**src/hw/rtl/qtg_pkg.sv**
```systemverilog
`default_nettype none

package qtg_pkg;

   localparam int WIDE      = 232;
   localparam int COEFS     = 6;
   localparam int MUL_STEPS = 32;
   localparam int DIV_STEPS = 64;

   localparam logic [31:0] DURATION_RESET = 32'd655360;

   localparam logic OP_PLAN   = 1'b0;
   localparam logic OP_SAMPLE = 1'b1;

   typedef enum logic [3:0] {
      ACC_HOLD,
      ACC_LOAD_TWO,
      ACC_LOAD_Q,
      ACC_ADD_L,
      ACC_ADD_C,
      ACC_ABS,
      ACC_LOAD_DEN,
      ACC_MUL_START,
      ACC_MUL_STEP,
      ACC_DIV_START,
      ACC_DIV_STEP,
      ACC_LOAD_COEF,
      ACC_ADD_COEF
   } acc_op_type;

   typedef struct packed {
      logic       capture;
      acc_op_type acc_op;
      logic       den_load;
      logic [2:0] k;
      logic [1:0] d;
      logic       mem_we;
      logic       mem_re;
      logic       res_store;
      logic       res_fixed;
      logic       rsp_load;
   } cmd_type;

   typedef struct packed {
      logic op;
      logic axis_ok;
      logic past_end;
      logic rsp_busy;
   } status_type;

   function automatic logic [4:0] deriv_mult(input logic [1:0] d, input logic [2:0] k);
      logic [4:0] m;
      m = 5'd0;
      case (d)
         2'd0: m = 5'd1;
         2'd1: m = (k > 3'd5) ? 5'd0 : 5'(k);
         2'd2: begin
            case (k)
               3'd2:    m = 5'd2;
               3'd3:    m = 5'd6;
               3'd4:    m = 5'd12;
               3'd5:    m = 5'd20;
               default: m = 5'd0;
            endcase
         end
         default: m = 5'd0;
      endcase
      return m;
   endfunction

endpackage

`default_nettype wire

```
**src/hw/rtl/qtg_controller.sv**
```systemverilog
`default_nettype none

module qtg_controller (
   input  wire logic                 clock,
   input  wire logic                 reset,
   input  wire logic                 req_valid,
   output logic                      req_ready,
   input  wire qtg_pkg::status_type  status,
   output qtg_pkg::cmd_type          cmd
);

   typedef enum logic [18:0] {
      ST_IDLE     = 19'h00001,
      ST_DISPATCH = 19'h00002,
      ST_PWRLO    = 19'h00004,
      ST_PDEN     = 19'h00008,
      ST_MSTART   = 19'h00010,
      ST_MSTEP    = 19'h00020,
      ST_DENSAVE  = 19'h00040,
      ST_PLOADQ   = 19'h00080,
      ST_PADDL    = 19'h00100,
      ST_PADDC    = 19'h00200,
      ST_PABS     = 19'h00400,
      ST_DIVSTART = 19'h00800,
      ST_DIVSTEP  = 19'h01000,
      ST_PWRHI    = 19'h02000,
      ST_PNEXTDEN = 19'h04000,
      ST_SRD      = 19'h08000,
      ST_SADD     = 19'h10000,
      ST_SRES     = 19'h20000,
      ST_SOUT     = 19'h40000
   } state_type;

   typedef enum logic [4:0] {
      PH_DEN   = 5'b00001,
      PH_NUM1  = 5'b00010,
      PH_NUM2  = 5'b00100,
      PH_DENUP = 5'b01000,
      PH_EVAL  = 5'b10000
   } phase_type;

   state_type  state_ff, state_in;
   phase_type  phase_ff, phase_in;
   logic [2:0] k_ff, k_in;
   logic [1:0] d_ff, d_in;
   logic [5:0] cnt_ff, cnt_in;
   logic [1:0] mcnt_ff, mcnt_in;

   assign req_ready = (state_ff == ST_IDLE);

   always_comb begin
      state_in = state_ff;
      phase_in = phase_ff;
      k_in     = k_ff;
      d_in     = d_ff;
      cnt_in   = cnt_ff;
      mcnt_in  = mcnt_ff;
      cmd        = '0;
      cmd.acc_op = qtg_pkg::ACC_HOLD;
      cmd.k      = k_ff;
      cmd.d      = d_ff;
      case (state_ff)
         ST_IDLE: begin
            if (req_valid) begin
               cmd.capture = 1'b1;
               state_in    = ST_DISPATCH;
            end
         end
         ST_DISPATCH: begin
            if (status.op == qtg_pkg::OP_PLAN) begin
               k_in     = 3'd0;
               state_in = status.axis_ok ? ST_PWRLO : ST_IDLE;
            end else if (!status.axis_ok || status.past_end) begin
               cmd.res_fixed = 1'b1;
               state_in      = ST_SOUT;
            end else begin
               d_in     = 2'd0;
               k_in     = 3'd5;
               state_in = ST_SRD;
            end
         end
         ST_PWRLO: begin
            cmd.mem_we = 1'b1;
            if (k_ff == 3'd2) begin
               state_in = ST_PDEN;
            end else begin
               k_in = k_ff + 3'd1;
            end
         end
         ST_PDEN: begin
            cmd.acc_op = qtg_pkg::ACC_LOAD_TWO;
            mcnt_in    = 2'd0;
            phase_in   = PH_DEN;
            state_in   = ST_MSTART;
         end
         ST_MSTART: begin
            cmd.acc_op = qtg_pkg::ACC_MUL_START;
            cnt_in     = 6'd0;
            state_in   = ST_MSTEP;
         end
         ST_MSTEP: begin
            cmd.acc_op = qtg_pkg::ACC_MUL_STEP;
            cnt_in     = cnt_ff + 6'd1;
            if (cnt_ff == 6'(qtg_pkg::MUL_STEPS - 1)) begin
               case (phase_ff)
                  PH_DEN: begin
                     if (mcnt_ff == 2'd2) begin
                        k_in     = 3'd3;
                        state_in = ST_DENSAVE;
                     end else begin
                        mcnt_in  = mcnt_ff + 2'd1;
                        state_in = ST_MSTART;
                     end
                  end
                  PH_NUM1:  state_in = ST_PADDL;
                  PH_NUM2:  state_in = ST_PADDC;
                  PH_DENUP: state_in = ST_DENSAVE;
                  PH_EVAL:  state_in = ST_SRD;
                  default:  state_in = ST_IDLE;
               endcase
            end
         end
         ST_DENSAVE: begin
            cmd.den_load = 1'b1;
            state_in     = ST_PLOADQ;
         end
         ST_PLOADQ: begin
            cmd.acc_op = qtg_pkg::ACC_LOAD_Q;
            phase_in   = PH_NUM1;
            state_in   = ST_MSTART;
         end
         ST_PADDL: begin
            cmd.acc_op = qtg_pkg::ACC_ADD_L;
            phase_in   = PH_NUM2;
            state_in   = ST_MSTART;
         end
         ST_PADDC: begin
            cmd.acc_op = qtg_pkg::ACC_ADD_C;
            state_in   = ST_PABS;
         end
         ST_PABS: begin
            cmd.acc_op = qtg_pkg::ACC_ABS;
            state_in   = ST_DIVSTART;
         end
         ST_DIVSTART: begin
            cmd.acc_op = qtg_pkg::ACC_DIV_START;
            cnt_in     = 6'd0;
            state_in   = ST_DIVSTEP;
         end
         ST_DIVSTEP: begin
            cmd.acc_op = qtg_pkg::ACC_DIV_STEP;
            cnt_in     = cnt_ff + 6'd1;
            if (cnt_ff == 6'(qtg_pkg::DIV_STEPS - 1)) begin
               state_in = ST_PWRHI;
            end
         end
         ST_PWRHI: begin
            cmd.mem_we = 1'b1;
            if (k_ff == 3'd5) begin
               state_in = ST_IDLE;
            end else begin
               k_in     = k_ff + 3'd1;
               state_in = ST_PNEXTDEN;
            end
         end
         ST_PNEXTDEN: begin
            cmd.acc_op = qtg_pkg::ACC_LOAD_DEN;
            phase_in   = PH_DENUP;
            state_in   = ST_MSTART;
         end
         ST_SRD: begin
            cmd.mem_re = 1'b1;
            state_in   = ST_SADD;
         end
         ST_SADD: begin
            cmd.acc_op = (k_ff == 3'd5) ? qtg_pkg::ACC_LOAD_COEF : qtg_pkg::ACC_ADD_COEF;
            if (k_ff == 3'(d_ff)) begin
               state_in = ST_SRES;
            end else begin
               k_in     = k_ff - 3'd1;
               phase_in = PH_EVAL;
               state_in = ST_MSTART;
            end
         end
         ST_SRES: begin
            cmd.res_store = 1'b1;
            if (d_ff == 2'd2) begin
               state_in = ST_SOUT;
            end else begin
               d_in     = d_ff + 2'd1;
               k_in     = 3'd5;
               state_in = ST_SRD;
            end
         end
         ST_SOUT: begin
            if (!status.rsp_busy) begin
               cmd.rsp_load = 1'b1;
               state_in     = ST_IDLE;
            end
         end
         default: state_in = ST_IDLE;
      endcase
   end

   always_ff @(posedge clock) begin
      if (reset) begin
         state_ff <= ST_IDLE;
         phase_ff <= PH_DEN;
         k_ff     <= 3'd0;
         d_ff     <= 2'd0;
         cnt_ff   <= 6'd0;
         mcnt_ff  <= 2'd0;
      end else begin
         state_ff <= state_in;
         phase_ff <= phase_in;
         k_ff     <= k_in;
         d_ff     <= d_in;
         cnt_ff   <= cnt_in;
         mcnt_ff  <= mcnt_in;
      end
   end

endmodule

`default_nettype wire

```
**config.mk**
```make
export PLATFORM = sky130hd
export DESIGN_NAME = qtg_controller
export DESIGN_NICKNAME = d
export VERILOG_FILES = /design/src/hw/rtl/qtg_pkg.sv /design/src/hw/rtl/qtg_controller.sv
export SDC_FILE = /design/constraint.sdc
export NUM_CORES = 1
export LEC_CHECK = 0
export ABC_AREA = 1
export BUFFER_PORTS_ARGS = -buffer_cell sky130_fd_sc_hd__buf_4
export CORE_MARGIN = 2
export CORE_UTILIZATION = 45
export CTS_BUF_LIST = sky130_fd_sc_hd__clkbuf_4 sky130_fd_sc_hd__clkbuf_8
export CTS_CLUSTER_DIAMETER = 30
export DETAILED_ROUTE_END_ITERATION = 6
export PLACE_DENSITY = 0.63
export SETUP_SLACK_MARGIN = 0.02
export SLEW_MARGIN = 5
export SYNTH_ARGS = -nofsm -noshare
export SYNTH_HDL_FRONTEND = slang
export SYNTH_SLANG_ARGS = --single-unit
```
**constraint.sdc**
```tcl
create_clock -name clock -period 3 [get_ports clock]
set_clock_uncertainty 0.1 [all_clocks]
set_input_delay 0.6 -clock clock [delete_from_list [all_inputs] [get_ports clock]]
set_output_delay 0.6 -clock clock [all_outputs]
set_load 0.005 [all_outputs]
```
**Yosys cells after proc, flatten, opt, wreduce, memory -nomap -nowiden**

Index checks and enable logic that the tools add are counted.

- Flip-flop bits (word level): 37
- Input bits: 7
- Logic and storage cells: 121

- Add/sub/neg operators: 5
- Equal/unequal tests: 46
- Muxes and demuxes: 48
- Reductions and logical operators: 16

Operators by type and width:

| kind | count |
|---|---|
| 19-bit case mux with 16 select lines | 1 |
| 19-bit 2-to-1 mux | 8 |
| 19-bit case mux with 5 select lines | 1 |
| 4-bit case mux with 11 select lines | 1 |
| 3-bit 2-to-1 mux | 11 |
| 2-bit inequality test (second input constant) | 14 |
| 5-bit case mux with 5 select lines | 1 |
| 19-bit by 1-bit == test with 1-bit output (second input constant) | 1 |
| 19-bit by 10-bit == test with 1-bit output (second input constant) | 1 |
| 19-bit by 11-bit == test with 1-bit output (second input constant) | 1 |
| 19-bit by 12-bit == test with 1-bit output (second input constant) | 1 |
| 19-bit by 13-bit == test with 1-bit output (second input constant) | 1 |
| 19-bit by 14-bit == test with 1-bit output (second input constant) | 1 |
| 19-bit by 15-bit == test with 1-bit output (second input constant) | 1 |
| 19-bit by 16-bit == test with 1-bit output (second input constant) | 1 |
| 19-bit by 17-bit == test with 1-bit output (second input constant) | 1 |
| 19-bit by 18-bit == test with 1-bit output (second input constant) | 1 |
| 19-bit == test (second input constant) | 1 |
| 19-bit by 2-bit == test with 1-bit output (second input constant) | 1 |
| 19-bit by 3-bit == test with 1-bit output (second input constant) | 1 |
| 19-bit by 4-bit == test with 1-bit output (second input constant) | 1 |
| 19-bit by 5-bit == test with 1-bit output (second input constant) | 1 |
| 19-bit by 6-bit == test with 1-bit output (second input constant) | 1 |
| 19-bit by 7-bit == test with 1-bit output (second input constant) | 1 |
| 38 further kinds | 61 |

**Longest topological paths before layout**

- Depth after elaboration: 5
- Depth in mapped cells: 13
- Depth with buffers taken out: 12

**Least setup slack after synthesis**

Ideal clock, no wire load.

- Path type: register to output
- From: register state_ff[8]
- To: output cmd[11] (netlist bit)
- Arrival: 1.385 ns
- Data required time: 2.300 ns
- Slack: 0.915 ns
- Cell stages (with the launch flop): 12
- Path through: dfxtp_1 > nor2_2 > nand2_2 > nor2_8 > nand3_4 > nand2_2 > nor2_2 > nand2_4 > inv_2 > nor2_1 > inv_1 > nand3_1

RTL lines:

| what | line | text |
|---|---|---|
| from (decl) | qtg_controller.sv:42 | `state_type state_ff, state_in;` |
| from (signal assigned) | qtg_controller.sv:214 | `state_ff <= state_in;` |
| to (decl) | qtg_controller.sv:9 | `output qtg_pkg::cmd_type cmd` |

==> flow_summary.ini <==
[outcome]
status = complete, no violations

[min_path]
min_path_type = register to register
hold_depth = 2

[power]
p_comb_frac = 0.448
ir_drop_mv = 0.303
p_switching_uw = 771
p_clk_frac = 0.236
powerDensity_mw_per_mm2 = 614
power_mw = 1.81
switching_share = 0.426
p_int_mw = 1.04
p_seq_frac = 0.315
p_leak_nw = 1.49

[cts]
post-cts-setup-buffers = 0
path_clk_slew_ns = 0.08
clock_latency_ns = 0.30
cts.sinks = 37
cts-root-buf = clkbuf_8
cts_buffers = 5
cts_tree = done
htree_num_levels = 2
hold_buffers = 0
cts_buffer_depth = 2
cts_resized = 0

[placed_design]
gp_congestion = 0.882
port_buffers = 23
place_ws_ns = 0.510
dpl.hpwl_microns = 5290

[global_routing]
gr-total-overflow = 0
antenna_found_initial = 0
grt_pass1_wl_microns = 11400
grt_max_degree = 25
grt_pass1_vias = 2370
track_usage = 0.232

[finish]
multi_input_area_sq_mm = 0.00155
area_delta_synth_final_pct = 13.3
num-nets-final = 435
n_fill_cell = 589
fin_util = 0.532
ff_latch_area_sq_um = 741
antenna_cells = 0
drive_gt1_frac = 0.179

[route]
viasPerCell = 5.24
antenna_left = 0
route.met2.wl_microns = 3120
route.met3.wl_microns = 350
vias = 2598
drtIter0Drc = 224
maxUsedRoutingLayer = met4
drc = 0
dr.pass1.iters = 5
wl_per_cell_microns = 13.9
routed_wl_microns = 6880
wl_met1_microns = 3220

[die]
fp-row-count = 27
initial_core_util = 0.470
die_h_microns = 80.1
die_w_microns = 80.1
core-area_sq_mm = 0.00554
io_pins = 24
dieArea_sq_mm = 0.00641

[sta]
hold_violations = 0
finalCritPeriodShare = 0.904
fin_crit_ns = 2.71
worst_slack_ns = 0.288
setup_viol = 0
whs_ns = 0.363
slew_headroom = 0.411
slew_violations = 0
grt_setup_unrepaired = false
tns_ns = 0
worst_slew_pin_slew_ns = 0.882
max_freq_mhz = 369

[setup_path]
worstPathArrival_ns = 2.01
worst_path_max_delay_cell = dfxtp_1
path_cells = nor2_2 -> nand2_2 -> nor2_8 -> buf_4 -> nand3_1 -> nand2_1 -> a21oi_1 -> nand3_1 -> buf_4
path_max_fanout = 12
max_stage_delay_ns = 0.34
cp-end-kind = output port
start_kind = register
cp.required_ns = 2.30
crit_type = register to output port
ff2ff_path_depth = 12

[synthesis]
synth_top_family_by_area = simple AND/OR/NAND/NOR gates
syn_nets = 408
avgSynthCellArea_sq_um = 6.56
synth_cells = 397
ys_seq_area_frac = 0.285
synth_mux_area_frac = 0
synthSimpleGateAreaFrac = 0.484
yosys.area_share.xor_xnor = 0.0202
synthAdderAreaFrac = 0.0221
synth_compound_area_frac = 0.0697
ys_ff_latch = 37
synthesis.area_sq_mm = 0.00260
yosysUniqueCellTypes = 34
ys.warnings.count = 0

[flow_run]
drv_cap = 0
## per-layer routing
metal,GRT usage,vias up
met5,0,-
met4,0.0864,0
met3,0.0517,20
met2,0.375,81
met1,0.302,1170
li1,-,1327
## Yosys cell counts (all sizes together)
cell | instances | area (sq um)
a21boi | 1 | 7.51
a21oi | 17 | 88.8
and3 | 1 | 6.26
buf | 4 | 31.3
clkbuf | 1 | 3.75
dfxtp | 37 | 741
fa | 1 | 20.0
ha | 3 | 37.5
inv | 73 | 277
nand2 | 73 | 327
nand3 | 57 | 350
nand3b | 3 | 22.5
nand4 | 14 | 87.6
nor2 | 75 | 384
nor3 | 15 | 75.1
nor4 | 1 | 6.26
o2111ai | 1 | 8.76
o211ai | 1 | 7.51
o21ai | 12 | 60.1
o221ai | 1 | 8.76
xnor2 | 1 | 8.76
xor2 | 5 | 43.8
## cell usage in the layout (no fill, tap or decap), types with 3 or more instances in the layout
cell and count:
buf_4 25, o21ai_0 12, nor2_2 6, nand2_1 60
nand3_2 3, nor2_8 4, a21oi_1 16, nand2_2 9
nand4_1 14, nor2_4 3, clkbuf_8 5, nor3_1 15
nand3_4 4, ha_1 3, nand3b_1 3, inv_1 63
nor2_1 62, dfxtp_1 37, inv_2 9, xor2_1 5
nand2_4 4, nand3_1 50
## kinds of logic after synthesis
| group | Yosys count |
|---|---|
| buffers and inverters | 78 |
| and+or+nand+nor | 239 |
| xor gates and xnor gates | 6 |
| AOI/OAI and AO/OA | 33 |
| DFF | 37 |
| adders and majority gates | 4 |
## worst max-delay path: cells and delay by family (launching register included)
kind,cells,cell delay (ns)
AOI/OAI and AO/OA,1,0.06
buffers and inverters,2,0.33
DFF,1,0.34
and+or+nand+nor,6,0.96
## flip-flops by register name, summed over array words and instances, names as in the netlist
| register | flops |
|---|---|
| phase_ff | 5 |
| state_ff | 19 |
| cnt_ff | 6 |
| d_ff | 2 |
| k_ff | 3 |
| mcnt_ff | 2 |
## power groups by stage
stage          registers [mW]  clock network, mW  logic (mW)
2_1_floorplan           0.575                  0       0.622
4_1_cts                 0.571              0.444       0.795
5_1_grt                 0.579              0.457       0.912
6_report                0.572              0.428       0.812
3_3_place_gp            0.581                  0       0.788
3_5_place_dp            0.583                  0       0.791
## final timing paths
| check | startpoint | end | slack [ns] |
|---|---|---|---|
| hold / removal | cnt_ff[3]$_SDFFE_PP0P_ | cnt_ff[3]$_SDFFE_PP0P_ | 0.36 |
| hold reg to reg | cnt_ff[3]$_SDFFE_PP0P_ | cnt_ff[3]$_SDFFE_PP0P_ | 0.36 |
| setup reg to reg | state_ff[8]$_SDFFE_PP0P_ | k_ff[2]$_SDFFE_PP0P_ | 0.58 |
| setup / recovery | state_ff[8]$_SDFFE_PP0P_ | cmd[11] | 0.29 |
## final cells by class
cell class                 instances  area share
clock inverter                     2      0.0119
sequential                        37       0.251
clock buffer                       5      0.0233
inverter                          73      0.0938
timing repair buffer              25      0.0636
multi-input combinational        282       0.526
tap                               72      0.0305
## through the flow
step           cells  instance area, sq um
3_5_place_dp     487                  2830
3_3_place_gp     487                  2830
2_1_floorplan    397                  2600
5_1_grt          496                  2950
6_report         496                  2950
4_1_cts          494                  2930
(Power assumes the default switching activity.)
